**src/sv/assert_macros.svh**
```systemverilog
`ifndef ASSERT_MACROS_SVH
`define ASSERT_MACROS_SVH

// same-cycle implication, checked on every rising edge outside reset
`define ASSERT_NOW(label, ante, cons) \
  label: assert property (@(posedge clk) disable iff (rst) (ante) |-> (cons)) \
    else $error("assertion failed: same-cycle check");

// next-cycle implication, checked on every rising edge outside reset
`define ASSERT_NEXT(label, ante, cons) \
  label: assert property (@(posedge clk) disable iff (rst) (ante) |=> (cons)) \
    else $error("assertion failed: next-cycle check");

`endif

```
**src/sv/fhss_pkg.sv**
```systemverilog
`timescale 1ns / 1ps

package fhss_pkg;

  localparam int PATTERN_BYTES = 16;
  localparam int CNT_W         = 16;
  localparam int HOST_LEN_W    = 5;
  localparam int CFG_IDX_W     = 2;
  localparam int CFG_DATA_W    = 64;

  // fixed host text that the window looks for, first byte first
  localparam logic [7:0] PATTERN [PATTERN_BYTES] = '{
    8'h6e, 8'h69, 8'h6e, 8'h74, 8'h65, 8'h6e, 8'h64, 8'h6f,
    8'h77, 8'h69, 8'h66, 8'h69, 8'h2e, 8'h6e, 8'h65, 8'h74
  };

  // configuration register indexes
  typedef enum logic [CFG_IDX_W-1:0] {
    CFG_HOST_LOW  = 2'd0,
    CFG_HOST_HIGH = 2'd1,
    CFG_HOST_LEN  = 2'd2
  } cfg_reg_t;

  typedef struct packed {
    logic [7:0] in_byte;
    logic       in_last;
  } in_item_t;

  typedef struct packed {
    logic [7:0]       out_byte;
    logic             out_last;
    logic [CNT_W-1:0] replacements;
  } out_item_t;

endpackage

```
**src/sv/fixed_host_substitution_stream_top.sv**
```systemverilog
`timescale 1ns / 1ps

// channel  | direction | handshake              | beat
// ---------+-----------+------------------------+----------------------------------
// in       | input     | in_valid / in_stall    | in_item_t: in_byte, in_last
// out      | output    | out_valid / out_stall  | out_item_t: out_byte, out_last, replacements
// cfg      | input     | cfg_valid / cfg_ready  | cfg_index, cfg_data (64 bit)
//
// one input register feeds a single pass of window compare and edit logic that
// loads a result shift register of 16 bytes; output drains one beat per cycle while
// out_stall is low, and the sustained rate is then one beat per cycle; an input byte that yields
// k output beats (a match, a string end or a buffer end) stalls the input while the result
// shift register drains; a byte with one or no result delays the next only on out_stall.
// rst is synchronous, active high, and clears control state, counters and
// the configuration registers. output stall holds the result register; the
// input register keeps taking one more byte while an output beat waits.
module fixed_host_substitution_stream_top
  import fhss_pkg::*;
(
  input  logic                  clk,
  input  logic                  rst,
  input  logic                  in_valid,
  output logic                  in_stall,
  input  in_item_t              in_data,
  output logic                  out_valid,
  input  logic                  out_stall,
  output out_item_t             out_data,
  input  logic                  cfg_valid,
  output logic                  cfg_ready,
  input  logic [CFG_IDX_W-1:0]  cfg_index,
  input  logic [CFG_DATA_W-1:0] cfg_data
);

`include "assert_macros.svh"

  // configuration registers
  logic [63:0]           host_low;
  logic [63:0]           host_high;
  logic [HOST_LEN_W-1:0] host_length;

  // input register
  logic     pend_valid;
  in_item_t pend;

  // scan state
  logic [7:0]       win [PATTERN_BYTES-1];
  logic [3:0]       fill;
  logic             in_str;
  logic [3:0]       debt;
  logic [CNT_W-1:0] count;

  // result shift register
  logic [7:0]       burst [PATTERN_BYTES];
  logic [4:0]       bcnt;
  logic             blast;
  logic [CNT_W-1:0] brep;

  // step logic outputs
  logic [7:0]       wnew [PATTERN_BYTES];
  logic [7:0]       res [PATTERN_BYTES];
  logic [4:0]       n;
  logic [7:0]       win_next [PATTERN_BYTES-1];
  logic [3:0]       fill_next;
  logic             in_str_next;
  logic [3:0]       debt_next;
  logic [CNT_W-1:0] count_next;
  logic             match;
  logic             pat_eq;
  logic             hlen_ok;
  logic [4:0]       newfill;
  logic [4:0]       nz;
  logic [7:0]       b;
  logic             last;

  logic in_acc;
  logic out_acc;
  logic burst_free;
  logic step;

  // handshakes
  assign cfg_ready  = 1'b1;
  assign out_valid  = (bcnt != 5'd0);
  assign out_acc    = out_valid && !out_stall;
  assign burst_free = (bcnt == 5'd0) || ((bcnt == 5'd1) && out_acc);
  assign step       = pend_valid && burst_free;
  assign in_stall   = pend_valid && !step;
  assign in_acc     = in_valid && !in_stall;

  assign out_data.out_byte     = burst[0];
  assign out_data.out_last     = blast && (bcnt == 5'd1);
  assign out_data.replacements = brep;

  assign b    = pend.in_byte;
  assign last = pend.in_last;

  // configuration writes
  always_ff @(posedge clk) begin
    if (rst) begin
      host_low    <= '0;
      host_high   <= '0;
      host_length <= '0;
    end else if (cfg_valid && cfg_ready) begin
      case (cfg_index)
        CFG_HOST_LOW:  host_low    <= cfg_data;
        CFG_HOST_HIGH: host_high   <= cfg_data;
        CFG_HOST_LEN:  host_length <= cfg_data[HOST_LEN_W-1:0];
        default:       ;
      endcase
    end
  end

  // input register
  always_ff @(posedge clk) begin
    if (rst) begin
      pend_valid <= 1'b0;
    end else if (in_acc) begin
      pend_valid <= 1'b1;
    end else if (step) begin
      pend_valid <= 1'b0;
    end
  end

  always_ff @(posedge clk) begin
    if (in_acc) begin
      pend <= in_data;
    end
  end

  // window with the new byte written at the fill position
  always_comb begin
    for (int i = 0; i < PATTERN_BYTES - 1; i++) begin
      wnew[i] = (fill == 4'(i)) ? b : win[i];
    end
    wnew[PATTERN_BYTES-1] = b;
    pat_eq = 1'b1;
    for (int i = 0; i < PATTERN_BYTES; i++) begin
      if (wnew[i] != PATTERN[i]) begin
        pat_eq = 1'b0;
      end
    end
  end

  assign newfill = {1'b0, fill} + 5'd1;
  assign hlen_ok = (host_length != '0) && (host_length <= 5'(PATTERN_BYTES));
  assign match   = !in_str && (fill == 4'd15) && hlen_ok && pat_eq;

  // edit logic: result bytes, their count and the next scan state
  always_comb begin
    for (int k = 0; k < PATTERN_BYTES; k++) begin
      res[k] = '0;
    end
    for (int i = 0; i < PATTERN_BYTES - 1; i++) begin
      win_next[i] = wnew[i];
    end
    n           = '0;
    nz          = '0;
    fill_next   = newfill[3:0];
    in_str_next = in_str;
    debt_next   = debt;
    count_next  = count;

    if (in_str) begin
      // rest of a replaced string passes; terminator or buffer end pays the debt
      if (b != 8'd0) begin
        res[0] = b;
      end
      if ((b == 8'd0) || last) begin
        nz          = 5'(debt) + 5'(b == 8'd0);
        in_str_next = 1'b0;
        debt_next   = '0;
      end
      n         = 5'(b != 8'd0) + nz;
      fill_next = fill;
    end else if (match) begin
      // host bytes, then zeros when the buffer ends here
      for (int k = 0; k < PATTERN_BYTES; k++) begin
        if (5'(k) < host_length) begin
          res[k] = (k < 8) ? host_low[8*(k%8) +: 8] : host_high[8*(k%8) +: 8];
        end
      end
      n           = last ? 5'(PATTERN_BYTES) : host_length;
      fill_next   = '0;
      debt_next   = last ? 4'd0 : 4'(5'(PATTERN_BYTES) - host_length);
      in_str_next = !last;
      if (count != {CNT_W{1'b1}}) begin
        count_next = count + CNT_W'(1);
      end
    end else if (last) begin
      // buffer end flushes every held byte
      for (int k = 0; k < PATTERN_BYTES; k++) begin
        res[k] = wnew[k];
      end
      n         = newfill;
      fill_next = '0;
    end else if (fill == 4'd15) begin
      // window full: oldest byte leaves
      res[0] = wnew[0];
      n      = 5'd1;
      for (int i = 0; i < PATTERN_BYTES - 1; i++) begin
        win_next[i] = wnew[i+1];
      end
      fill_next = 4'd15;
    end

    if (last) begin
      fill_next   = '0;
      in_str_next = 1'b0;
      debt_next   = '0;
    end
  end

  // scan state update
  always_ff @(posedge clk) begin
    if (rst) begin
      fill   <= '0;
      in_str <= 1'b0;
      debt   <= '0;
      count  <= '0;
    end else if (step) begin
      fill   <= fill_next;
      in_str <= in_str_next;
      debt   <= debt_next;
      count  <= count_next;
    end
  end

  always_ff @(posedge clk) begin
    if (step) begin
      win <= win_next;
    end
  end

  // result shift register count
  always_ff @(posedge clk) begin
    if (rst) begin
      bcnt <= '0;
    end else if (step) begin
      bcnt <= n;
    end else if (out_acc) begin
      bcnt <= bcnt - 5'd1;
    end
  end

  // result bytes load on a step, shift on each delivered beat
  always_ff @(posedge clk) begin
    if (step) begin
      burst <= res;
      blast <= last;
      brep  <= count_next;
    end else if (out_acc) begin
      for (int i = 0; i < PATTERN_BYTES - 1; i++) begin
        burst[i] <= burst[i+1];
      end
      burst[PATTERN_BYTES-1] <= '0;
    end
  end

  // checks
  `ASSERT_NOW(a_last_fresh, out_valid && out_data.out_last, !in_str && fill == '0 && debt == '0)
  `ASSERT_NEXT(a_count_monotonic, 1'b1, count >= $past(count))
  `ASSERT_NOW(a_string_window_empty, in_str, fill == 4'd0)

endmodule
```
**config.mk**
```make
export PLATFORM = sky130hd
export DESIGN_NAME = fixed_host_substitution_stream_top
export DESIGN_NICKNAME = d
export VERILOG_FILES = /design/src/sv/fhss_pkg.sv /design/src/sv/fixed_host_substitution_stream_top.sv
export VERILOG_INCLUDE_DIRS = /design/src /design/src/sv
export SDC_FILE = /design/constraint.sdc
export NUM_CORES = 1
export LEC_CHECK = 0
export BUFFER_PORTS_ARGS = -buffer_cell sky130_fd_sc_hd__buf_4
export CORE_UTILIZATION = 30
export DETAILED_ROUTE_END_ITERATION = 16
export GPL_TIMING_DRIVEN = 1
export PLACE_DENSITY = 0.5
export SETUP_SLACK_MARGIN = 0.3
export SYNTH_ARGS = -nofsm -noshare
export SYNTH_HDL_FRONTEND = slang
export SYNTH_SLANG_ARGS = --single-unit
```
**constraint.sdc**
```tcl
create_clock -name clk -period 8 [get_ports clk]
set_input_delay 1.2 -clock clk [delete_from_list [all_inputs] [get_ports clk]]
set_output_delay 1.2 -clock clk [all_outputs]
set_load 0.05 [all_outputs]
```
* Word level (Yosys, flattened, before mapping)
Index checks and enable logic that the tools add are counted.
Storage, ports and cells: flip-flop bits (word level) 438, input port bits 80, output and inout bits 28, logic and storage cells 222
Operators by class: equality and inequality tests 37, mux-type cells 86, reduce and logical (&&, ||, !) cells 32, $add $sub $neg 6, magnitude comparators 17
Operator list (number):
- $mux W120 | 6
- $mux W128 | 3
- $mux W8 | 35
- $ne A8 B7 Y1 const B | 15
- $mux W16 | 3
- $lt A4 B5 Y1 const A | 8
- $mux W5 | 8
- $eq A4 B4 Y1 const B | 8
- $mux W4 | 8
- $mux W1 | 23
- $lt A3 B5 Y1 const A | 4
- $add A16 B1 Y16 const B | 1
- $eq A4 B3 Y1 const B | 4
- $ne A16 B16 Y1 const B | 1
- $logic_and A1 B1 Y1 | 10
- $lt A1 B5 Y1 const A | 2
- $lt A2 B5 Y1 const A | 2
- $reduce_bool A5 Y1 | 2
- $eq A4 B2 Y1 const B | 2
- $logic_not A8 Y1 | 1
- $ne A8 B6 Y1 const B | 1
- $reduce_and A2 Y1 | 4
- $reduce_bool A8 Y1 | 1
- $add A1 B5 Y5 | 1
- 19 further kinds | 25

* Depth between registers and ports, before layout
Gate-level depths: netlist of run 1.
word-level depth 23, mapped depth 16, gate-level depth less buffers 14

* Worst setup path before layout of run 1
No wires, ideal clock.
kind input-to-reg, start point input out_stall, end point register burst (netlist bit out_data[18]), data pin, cell stages on the path 7, setup time 0.491 ns, required time 7.509 ns, buffers on the path 1, path slack 1.511 ns, arrival 5.998 ns, cell sequence nor2b_1 o21ai_0 inv_1 nand2_1 inv_2 clkbuf_1 a41oi_1
On the way: longest elaborated chain between the ends 6
Ends and longest elaborated chain:
- start: declaration | line fixed_host_substitution_stream_top.sv:26 | input logic out_stall,
- $logic_not A1 Y1 | line fixed_host_substitution_stream_top.sv:83 | assign out_acc = out_valid && !out_stall;
- $logic_and A1 B1 Y1 | line fixed_host_substitution_stream_top.sv:83
- $logic_and A1 B1 Y1 | line fixed_host_substitution_stream_top.sv:84 | assign burst_free = (bcnt == 5'd0) || ((bcnt == 5'd1) && out_acc);
- $logic_or A1 B1 Y1 | line fixed_host_substitution_stream_top.sv:84
- $logic_and A1 B1 Y1 | line fixed_host_substitution_stream_top.sv:85 | assign step = pend_valid && burst_free;
- net step | line fixed_host_substitution_stream_top.sv:78 | logic step;
- $mux W128 | line fixed_host_substitution_stream_top.sv:246 | if (step) begin
- end signal: assignment | line fixed_host_substitution_stream_top.sv:247 | burst <= res;
- end signal: indexed assignment | line fixed_host_substitution_stream_top.sv:252 | burst[i] <= burst[i+1];
- end: declaration | line fixed_host_substitution_stream_top.sv:53 | logic [7:0] burst [PATTERN_BYTES];
The timed path passes the listed nets, and every way through them passes these cells. A chain may end at the register's enable or synchronous reset.

* Worst setup path after layout of run 1
start point register fill[2], end point register burst[97] (netlist bit), data pin
On the way: longest elaborated chain between the ends 23, elaborated cells on any way between the ends 69, classes of those cells 30 x eq/ne; 35 x mux; 4 x reduce/logical
Ends and longest elaborated chain:
- start: declaration | line fixed_host_substitution_stream_top.sv:47 | logic [3:0] fill;
- start signal: assignment | line fixed_host_substitution_stream_top.sv:220 | fill <= fill_next;
- $logic_not A4 Y1 | line fixed_host_substitution_stream_top.sv:132 | wnew[i] = (fill == 4'(i)) ? b : win[i];
- $mux W8 | line fixed_host_substitution_stream_top.sv:132
- $ne A8 B7 Y1 | line fixed_host_substitution_stream_top.sv:137 | if (wnew[i] != PATTERN[i]) begin
- $mux W1 (16 in series) | line fixed_host_substitution_stream_top.sv:137
- $logic_and A1 B1 Y1 | line fixed_host_substitution_stream_top.sv:145 | assign match = !in_str && (fill == 4'd15) && hlen_ok && pat_eq;
- $mux W128 * | line fixed_host_substitution_stream_top.sv:174 | end else if (match) begin
- $mux W120 * | line fixed_host_substitution_stream_top.sv:162 | if (in_str) begin
- $mux W128 * | line fixed_host_substitution_stream_top.sv:246
Mark *: on every way between the ends. The rest lies on a longest branch, timed or not.

==> run_results.csv, run 1 <==
group,metric,value,unit
timing,report.final.setup_viol,0,
timing,fin_crit_sh,73.0,%
finish,design.final.nets,2314,
clock_tree,clk_pin_slew_worst_paths,0.06,ns
synth,post_synth.cell_area_avg,10.0,um^2
routing,antenna_left,0,
timing,min_period,5.84,ns
setup_path,rr_worst_depth,9,
placed_design,place.detailed.hpwl,56100,um
routing,post_route_drc,0,
setup_path,cp_max_fo,57,
run_status,result_of_the_run,"complete, no violations",
routing,routed-via-count,17659,
global_routing,first_global_vias,17144,
clock_tree,cts_post_setup_buffers_inserted,0,
die,top_level_ports,108,
routing,route.detailed.wl_per_inst,25.6,um
die,die_h,272,um
clock_tree,skew_pair_late_insertion_delay,0.60,ns
setup_path,crit_arrival,6.19,ns
power_and_ir_drop,ir_worst_vdd,0.232,mV
clock_tree,clock-sinks,438,
setup_path,cp-end-kind,"flip-flop",
timing,unrepaired_setup_endpoints_after_global_routing,"false",
placed_design,dpl.cell_count,3120,
min_path,worstHoldStart,"host_low[25]",
global_routing,pin_count_of_the_biggest_net_entering_global_routing,129,
timing,whs,0.455,ns
placed_design,dpl_worst_slack,2.36,ns
clock_tree,clock_tree_from_tritoncts,"yes",
power_and_ir_drop,power.density,310,nW/um^2
synth,primary_ff_master_synth,"sky130_fd_sc_hd__edfxtp_1",
power_and_ir_drop,power_leakage,8.71,nW
timing,setup_total_negative_slack,0,ns
global_routing,globalRoute.totalOverflow,0,
synth,netlist_instances,2195,
timing,maxSlewViolCount,0,
clock_tree,cts_max_level,2,
synth,synth-edff-count,274,
global_routing,gr-usage-all-layers,21.9,%
finish,mostFrequentLayoutCells,"507 x sky130_fd_sc_hd__nand2_1, 274 x sky130_fd_sc_hd__edfxtp_1, 227 x sky130_fd_sc_hd__mux2i_1, 178 x sky130_fd_sc_hd__a21oi_1, 164 x sky130_fd_sc_hd__dfxtp_1",
clock_tree,cts.root.buffer_cell,"sky130_fd_sc_hd__clkbuf_16",
finish,area_growth_syn_to_layout,14.9,%
timing,tightestPinTransition,1.36,ns
min_path,holdPathEnd,"host_low[25]",
placed_design,finalWeightedCongestion,0.933,
die,std_cell_rows,98,
clock_tree,postCtsHoldBufs,0,
timing,maxSlewHeadroom,8.61,%
timing,setup_slack,2.16,ns
synth,synth_cell_type_count,74,
routing,detail_route.first_pass.iterations,5,
finish,layout.cells.most_common,"sky130_fd_sc_hd__nand2_1",
routing,finalWirelength,82400,um
job,drv_cap,0,
timing,skew,0.0202,ns
synth,flops_latches_synth,438,
timing,fmaxAchievable,0.171,GHz
die,initial_utilization,30.5,%
die,coreArea,72000,um^2
finish,diodes_inserted,0,
setup_path,path_class,"reg -> reg",
global_routing,grt_antenna_before_repair,1,
clock_tree,numCtsBuffers,51,
setup_path,worst_r2r_startpoint,"fill[2]",
setup_path,r2r_setup_slack,2.16,ns
synth,synthesis.yosys.warnings,0,
synth,ys_seq_area_share,52.5,%
global_routing,grt_first_pass_wirelength,120000,um
clock_tree,max-clock-path-buffers,3,
timing,final-hold-violation-count,0,
synth,synth_async_sr_flop_share,0,%
routing,detail_route.iter0.violations,1945,
die,die-area,74200,um^2
finish,drive_above_1_share,12.2,%
routing,route.detailed.vias_per_inst,5.49,
min_path,worst_hold_path_type,"reg -> reg",
synth,syn-num-nets,2286,
die,chipWidth,272,um
min_path,worstHoldPathCells,2,
setup_path,crit_required,8.35,ns
setup_path,critical_path.reg2reg.endpoint,"burst[97]",
placed_design,port_buffers,106,
synth,synthesized_cell_area,21900,um^2
clock_tree,cts_resized,0,
finish,final_core_util,35.0,%
finish,final_cell_count_no_fill,3215,
setup_path,critical_path.startpoint_type,"flip-flop",
layer usage:
layer  share of wire [%]  GRT usage, %  vias up
met5                   0             0        -
met4                 2.1          5.09        0
met3                 6.7          3.33       94
met2                  46          35.1      674
met1                  45          30.8     8835
li1                    -             -     8056
critical path, stage by stage (launching register included):
cell	delay, ns
sky130_fd_sc_hd__dfxtp_1	1.04
sky130_fd_sc_hd__nand3b_1	0.71
sky130_fd_sc_hd__mux2i_1	0.85
sky130_fd_sc_hd__nand4b_1	0.16
sky130_fd_sc_hd__or4_4	0.56
sky130_fd_sc_hd__nor4_2	0.58
sky130_fd_sc_hd__a211o_4	0.69
sky130_fd_sc_hd__buf_12	0.36
sky130_fd_sc_hd__o22ai_1	0.15
sky130_fd_sc_hd__mux2_2	0.33
how the worst max path moves through the flow:
stage / startpoint / to / slack, ns / depth (start not counted)
after floorplan: out_stall / out_data[18] / 1.51 / 7
after global placement: fill[0] / burst[103] / 2.42 / 10
after global routing: fill[0] / burst[97] / 1.96 / 10
final: fill[2] / burst[97] / 2.16 / 9
after detailed placement: fill[0] / burst[97] / 2.36 / 10
after CTS: fill[0] / burst[97] / 2.34 / 10
cell usage after synthesis (13+ instances only):
cell type                  number  area [um^2]
sky130_fd_sc_hd__nor3_1        19         95.1
sky130_fd_sc_hd__edfxtp_1     274         8230
sky130_fd_sc_hd__nor4b_1       14          123
sky130_fd_sc_hd__or4_1         14          105
sky130_fd_sc_hd__nor2_1        51          191
sky130_fd_sc_hd__inv_1         23         86.3
sky130_fd_sc_hd__nand2_1      509         1910
sky130_fd_sc_hd__nor4bb_1      13          130
sky130_fd_sc_hd__o22a_1        88          771
sky130_fd_sc_hd__buf_2         43          215
sky130_fd_sc_hd__nor4_1        21          131
sky130_fd_sc_hd__nand3_1       39          195
sky130_fd_sc_hd__mux2_2        24          270
sky130_fd_sc_hd__a21o_1        18          135
sky130_fd_sc_hd__dfxtp_1      164         3280
sky130_fd_sc_hd__o21ai_0      103          515
sky130_fd_sc_hd__clkbuf_1     116          435
sky130_fd_sc_hd__a21oi_1      178          891
sky130_fd_sc_hd__xor2_1        14          123
sky130_fd_sc_hd__a31oi_1       16          100
sky130_fd_sc_hd__nand3b_1      13         97.6
sky130_fd_sc_hd__nand4_1       21          131
sky130_fd_sc_hd__mux2i_1      227         2270
sky130_fd_sc_hd__o31ai_1       24          180
state kept, by name, indices dropped and copies added (netlist names):
| name | count |
|---|---|
| blast | 1 |
| out_data | 8 |
| bcnt | 5 |
| debt | 4 |
| fill | 4 |
| pend_valid | 1 |
| host_length | 5 |
| brep | 16 |
| burst | 120 |
| b | 8 |
| in_str | 1 |
| host_high | 64 |
| last | 1 |
| count | 16 |
| win | 120 |
| host_low | 64 |
power by group:
group          switching [mW]  internal [mW]
clock                   0.965           1.32
combinational            1.56          0.536
sequential              0.216           3.23
total                    2.74           5.08
final cells by class:
class / instances / area [um^2]
multi-input combinational: 1547 / 9580
clock inverter: 17 / 106
clock buffer: 78 / 1500
sequential: 438 / 11500
fill: 7244 / 46800
tap: 950 / 1190
timing repair buffer: 160 / 1230
inverter: 25 / 98.8
stage by stage:
| stage | cell area [um^2] | power [mW] |
|---|---|---|
| floorplan | 21900 | 4.74 |
| global placement | 23600 | 5.55 |
| detailed placement | 23600 | 5.56 |
| CTS | 25200 | 7.85 |
| global route | 25200 | 8.11 |
| finish | 25200 | 7.83 |
cell families after synthesis:
family                     share of synthesized area (%)
muxes                                               11.7
AOI/OAI and AO/OA                                   13.7
other                                             0.0171
adders and majority gates                          0.627
xor gates and xnor gates                           0.758
buffers and inverters                               4.11
DFF                                                 52.5
and+or+nand+nor                                     16.6
Note: power is estimated with default switching activity, not from simulation.
==> run 2: changes to the inputs <==
--- a/config.mk
+++ b/config.mk
@@ -6,6 +6,7 @@
 export SDC_FILE = /design/constraint.sdc
 export NUM_CORES = 1
 export LEC_CHECK = 0
+export ABC_AREA = 1
 export BUFFER_PORTS_ARGS = -buffer_cell sky130_fd_sc_hd__buf_4
 export CORE_UTILIZATION = 30
 export DETAILED_ROUTE_END_ITERATION = 16
==> constraint.sdc (replaced) <==
create_clock -name clk -period 6.1 [get_ports clk]
set_input_delay 0.915 -clock clk [delete_from_list [all_inputs] [get_ports clk]]
set_output_delay 0.915 -clock clk [all_outputs]
set_load 0.05 [all_outputs]
==> run 2 against run 1 <==
Net effect:
- the run now ends with design-rule violations left
- global-route usage up 1.3 points
- clock power up 35%
- flip-flop and latch count unchanged
- total power up 40%
- sequential power up 36%
- clock skew about the same
- worst hold slack worse by 0.0069 ns
- fmax up 16%
- first-iteration DRC count up 35%
- worst setup slack worse by 1.1 ns
- via count up 17%
- largest cell class unchanged
- highest routed layer unchanged
==> run_results.csv, run 2 <==
group,metric,value,unit
finish,diodes_inserted,0,
clock_tree,cts.root.buffer_cell,"sky130_fd_sc_hd__clkbuf_16",
timing,min_period,5.05,ns
setup_path,worst_r2r_startpoint,"fill[2]",
setup_path,crit_required,6.54,ns
timing,skew,0.0202,ns
routing,antenna_left,0,
routing,post_route_drc,1,
setup_path,crit_arrival,5.49,ns
power_and_ir_drop,switching_share,36.8,%
finish,final_cell_count_no_fill,3958,
run_status,failed_checks,"design-rule violations",
clock_tree,clock-sinks,438,
finish,design.final.nets,3039,
timing,setup_total_negative_slack,0,ns
clock_tree,clock_tree_from_tritoncts,"yes",
clock_tree,clk_pin_slew_worst_paths,0.06,ns
die,top_level_ports,108,
power_and_ir_drop,p_clk_share,28.0,%
global_routing,first_global_vias,18769,
power_and_ir_drop,ir_worst_vdd,0.231,mV
synth,synth_top_area_cell,"sky130_fd_sc_hd__edfxtp_1",
setup_path,cp-end-kind,"flip-flop",
synth,syn-num-nets,3004,
synth,synth_cell_type_count,37,
power_and_ir_drop,pwr-share-seq,42.6,%
setup_path,critical_path.reg2reg.endpoint,"burst[20]",
power_and_ir_drop,power.density,426,nW/um^2
finish,area.sequential,11500,um^2
finish,layout.cells.most_common,"sky130_fd_sc_hd__nand2_1",
synth,ys_seq_area_share,51.1,%
timing,final-hold-violation-count,0,
synth,synthesis.yosys.warnings,0,
clock_tree,cts_max_level,2,
synth,netlist_instances,2913,
timing,maxSlewViolCount,0,
setup_path,r2r_setup_slack,1.05,ns
synth,synth_largest_type_area_fraction,36.5,%
clock_tree,max-clock-path-buffers,3,
routing,route.detailed.vias_per_inst,5.24,
synth,primary_ff_master_synth,"sky130_fd_sc_hd__edfxtp_1",
finish,fin_area,25800,um^2
run_status,result_of_the_run,"complete, but fails checks",
synth,synth_async_sr_flop_share,0,%
global_routing,gr-usage-all-layers,23.1,%
placed_design,place.detailed.hpwl,63700,um
global_routing,grt_first_pass_wirelength,129000,um
routing,detail_route.iter0.violations,2622,
placed_design,dpl.cell_count,3864,
routing,routed-via-count,20731,
routing,route.detailed.wl_per_inst,22.7,um
timing,fin_crit_sh,82.7,%
setup_path,critical_path.startpoint,"fill[2]",
setup_path,cp_max_fo,32,
synth,flops_latches_synth,438,
clock_tree,cts_post_setup_buffers_inserted,0,
power_and_ir_drop,power_frac_comb,29.5,%
placed_design,place_area,24100,um^2
min_path,worst_hold_path_type,"reg -> reg",
synth,synth.most_common_cell,"sky130_fd_sc_hd__nand2_1",
routing,finalWirelength,90000,um
synth,synthesized_cell_area,22500,um^2
setup_path,crit_end,"burst[20]",
finish,drive_above_1_share,9.23,%
clock_tree,postCtsHoldBufs,0,
die,die_h,276,um
setup_path,rr_worst_depth,15,
timing,tightestPinTransition,1.13,ns
routing,detail_route.first_pass.iterations,12,
timing,report.final.setup_viol,0,
clock_tree,skew_pair_late_insertion_delay,0.60,ns
job,drv_cap,0,
global_routing,pin_count_of_the_biggest_net_entering_global_routing,173,
power_and_ir_drop,internal_power,6.93,mW
die,die-area,76200,um^2
clock_tree,numCtsBuffers,51,
power_and_ir_drop,power_leakage,10.3,nW
power_and_ir_drop,power.switching,4.04,mW
global_routing,globalRoute.totalOverflow,0,
finish,mostFrequentLayoutCells,"794 x sky130_fd_sc_hd__nand2_1, 450 x sky130_fd_sc_hd__nor2_1, 274 x sky130_fd_sc_hd__edfxtp_1, 222 x sky130_fd_sc_hd__inv_1, 216 x sky130_fd_sc_hd__o21ai_0",
finish,registers_with_the_most_flip_flops,"burst: 120 flops, win: 120 flops",
die,std_cell_rows,100,
clock_tree,cts_resized,0,
finish,multi_input_logic_area,9250,um^2
timing,fmaxAchievable,0.198,GHz
timing,unrepaired_setup_endpoints_after_global_routing,"false",
timing,maxSlewHeadroom,24.1,%
setup_path,critical_path.startpoint_type,"flip-flop",
synth,synth-edff-count,274,
global_routing,grt_antenna_before_repair,0,
die,coreArea,74300,um^2
die,chipWidth,276,um
placed_design,finalWeightedCongestion,0.944,
placed_design,port_buffers,106,
synth,post_synth.cell_area_avg,7.73,um^2
die,initial_utilization,30.3,%
synth,synth.top_cells.by_area,"sky130_fd_sc_hd__edfxtp_1 37%, sky130_fd_sc_hd__dfxtp_1 15%, sky130_fd_sc_hd__nand2_1 13%, sky130_fd_sc_hd__nor2_1 7.5%, sky130_fd_sc_hd__o21ai_0 4.8%",
finish,fill_cells,8021,
finish,area_growth_syn_to_layout,14.4,%
synth,synth.cells.most_frequent,"795 x sky130_fd_sc_hd__nand2_1, 451 x sky130_fd_sc_hd__nor2_1, 274 x sky130_fd_sc_hd__edfxtp_1",
setup_path,path_class,"reg -> reg",
run 2: cell types whose count changed after synthesis, sizes merged, moves of 88 or more:
cell,previous run,this run
a21oi,178,72
nor2,51,460
nand2,509,799
o21ai,108,324
a31oi,16,109
nand3,40,212
inv,24,232
o22a,88,0
mux2i,228,0
run 2: final cells by class:
| class | count | area share, % |
|---|---|---|
| multi-input combinational | 2062 | 35.9 |
| sequential | 438 | 44.7 |
| inverter | 236 | 3.44 |
| tap | 969 | 4.71 |
| clock inverter | 18 | 0.486 |
| timing repair buffer | 159 | 4.88 |
| clock buffer | 76 | 5.91 |
run 2: how the worst min path moves through the flow:
stage | start | endpoint | slack (ns) | cells past startpoint
3_5_place_dp | host_high[16] | host_high[16] | 0.44 | 2
5_1_grt | host_high[1] | host_high[1] | 0.48 | 2
3_3_place_gp | host_high[48] | host_high[48] | 0.44 | 2
4_1_cts | host_high[16] | host_high[16] | 0.45 | 2
2_1_floorplan | host_high[0] | host_high[0] | 0.42 | 2
6_report | host_high[16] | host_high[16] | 0.45 | 2
run 2: metrics by stage:
step	worst slack [ns]	util, %	hold slack, ns	power (mW)
2_1_floorplan	0.758	-	0.425	6.69
6_report	1.05	34.7	0.448	11.0
3_5_place_dp	1.22	32.4	0.442	7.91
5_1_grt	0.723	34.7	0.479	11.4
4_1_cts	1.20	34.7	0.450	11.0
3_3_place_gp	1.13	32.4	0.436	7.91
run 2: critical path, cell delays in order, from the launching register on:
cell	delay [ns]
sky130_fd_sc_hd__dfxtp_1	0.53
sky130_fd_sc_hd__nor2_4	0.70
sky130_fd_sc_hd__nand2_1	0.46
sky130_fd_sc_hd__nand2_1	0.17
sky130_fd_sc_hd__nand2_1	0.21
sky130_fd_sc_hd__nand4_1	0.22
sky130_fd_sc_hd__nor2_1	0.11
sky130_fd_sc_hd__nand2_1	0.12
sky130_fd_sc_hd__nor2_1	0.06
sky130_fd_sc_hd__nand2_2	0.38
sky130_fd_sc_hd__nand2_1	0.23
sky130_fd_sc_hd__nor2_4	0.63
sky130_fd_sc_hd__buf_4	0.36
sky130_fd_sc_hd__buf_4	0.34
sky130_fd_sc_hd__nand2_1	0.14
sky130_fd_sc_hd__a31oi_1	0.15
run 2: power by group through the flow:
stage,Sequential (mW),Combinational (mW),Clock [mW]
floorplan,4.69,1.99,0
global placement,4.73,3.18,0
detailed placement,4.72,3.19,0
CTS,4.67,3.20,3.10
global route,4.73,3.49,3.20
finish,4.67,3.23,3.07
run 2: kinds of logic after synthesis:
logic type               after synthesis  share of synthesized area, %
buffers and inverters                413                          8.00
AND/OR/NAND/NOR                     1532                          27.9
flip-flops                           438                          51.1
other                                  1                        0.0167
AO/OA/AOI/OAI                        514                          12.2
XOR/XNOR                               4                         0.156
adder cells (fa/ha/maj)               11                         0.611
run 2: per-layer routing:
layer	global-route usage (%)	share of wire (%)
met2	35.1	44
met4	8.57	3.8
met3	4.79	9.5
met1	32.3	43
met5	0	0
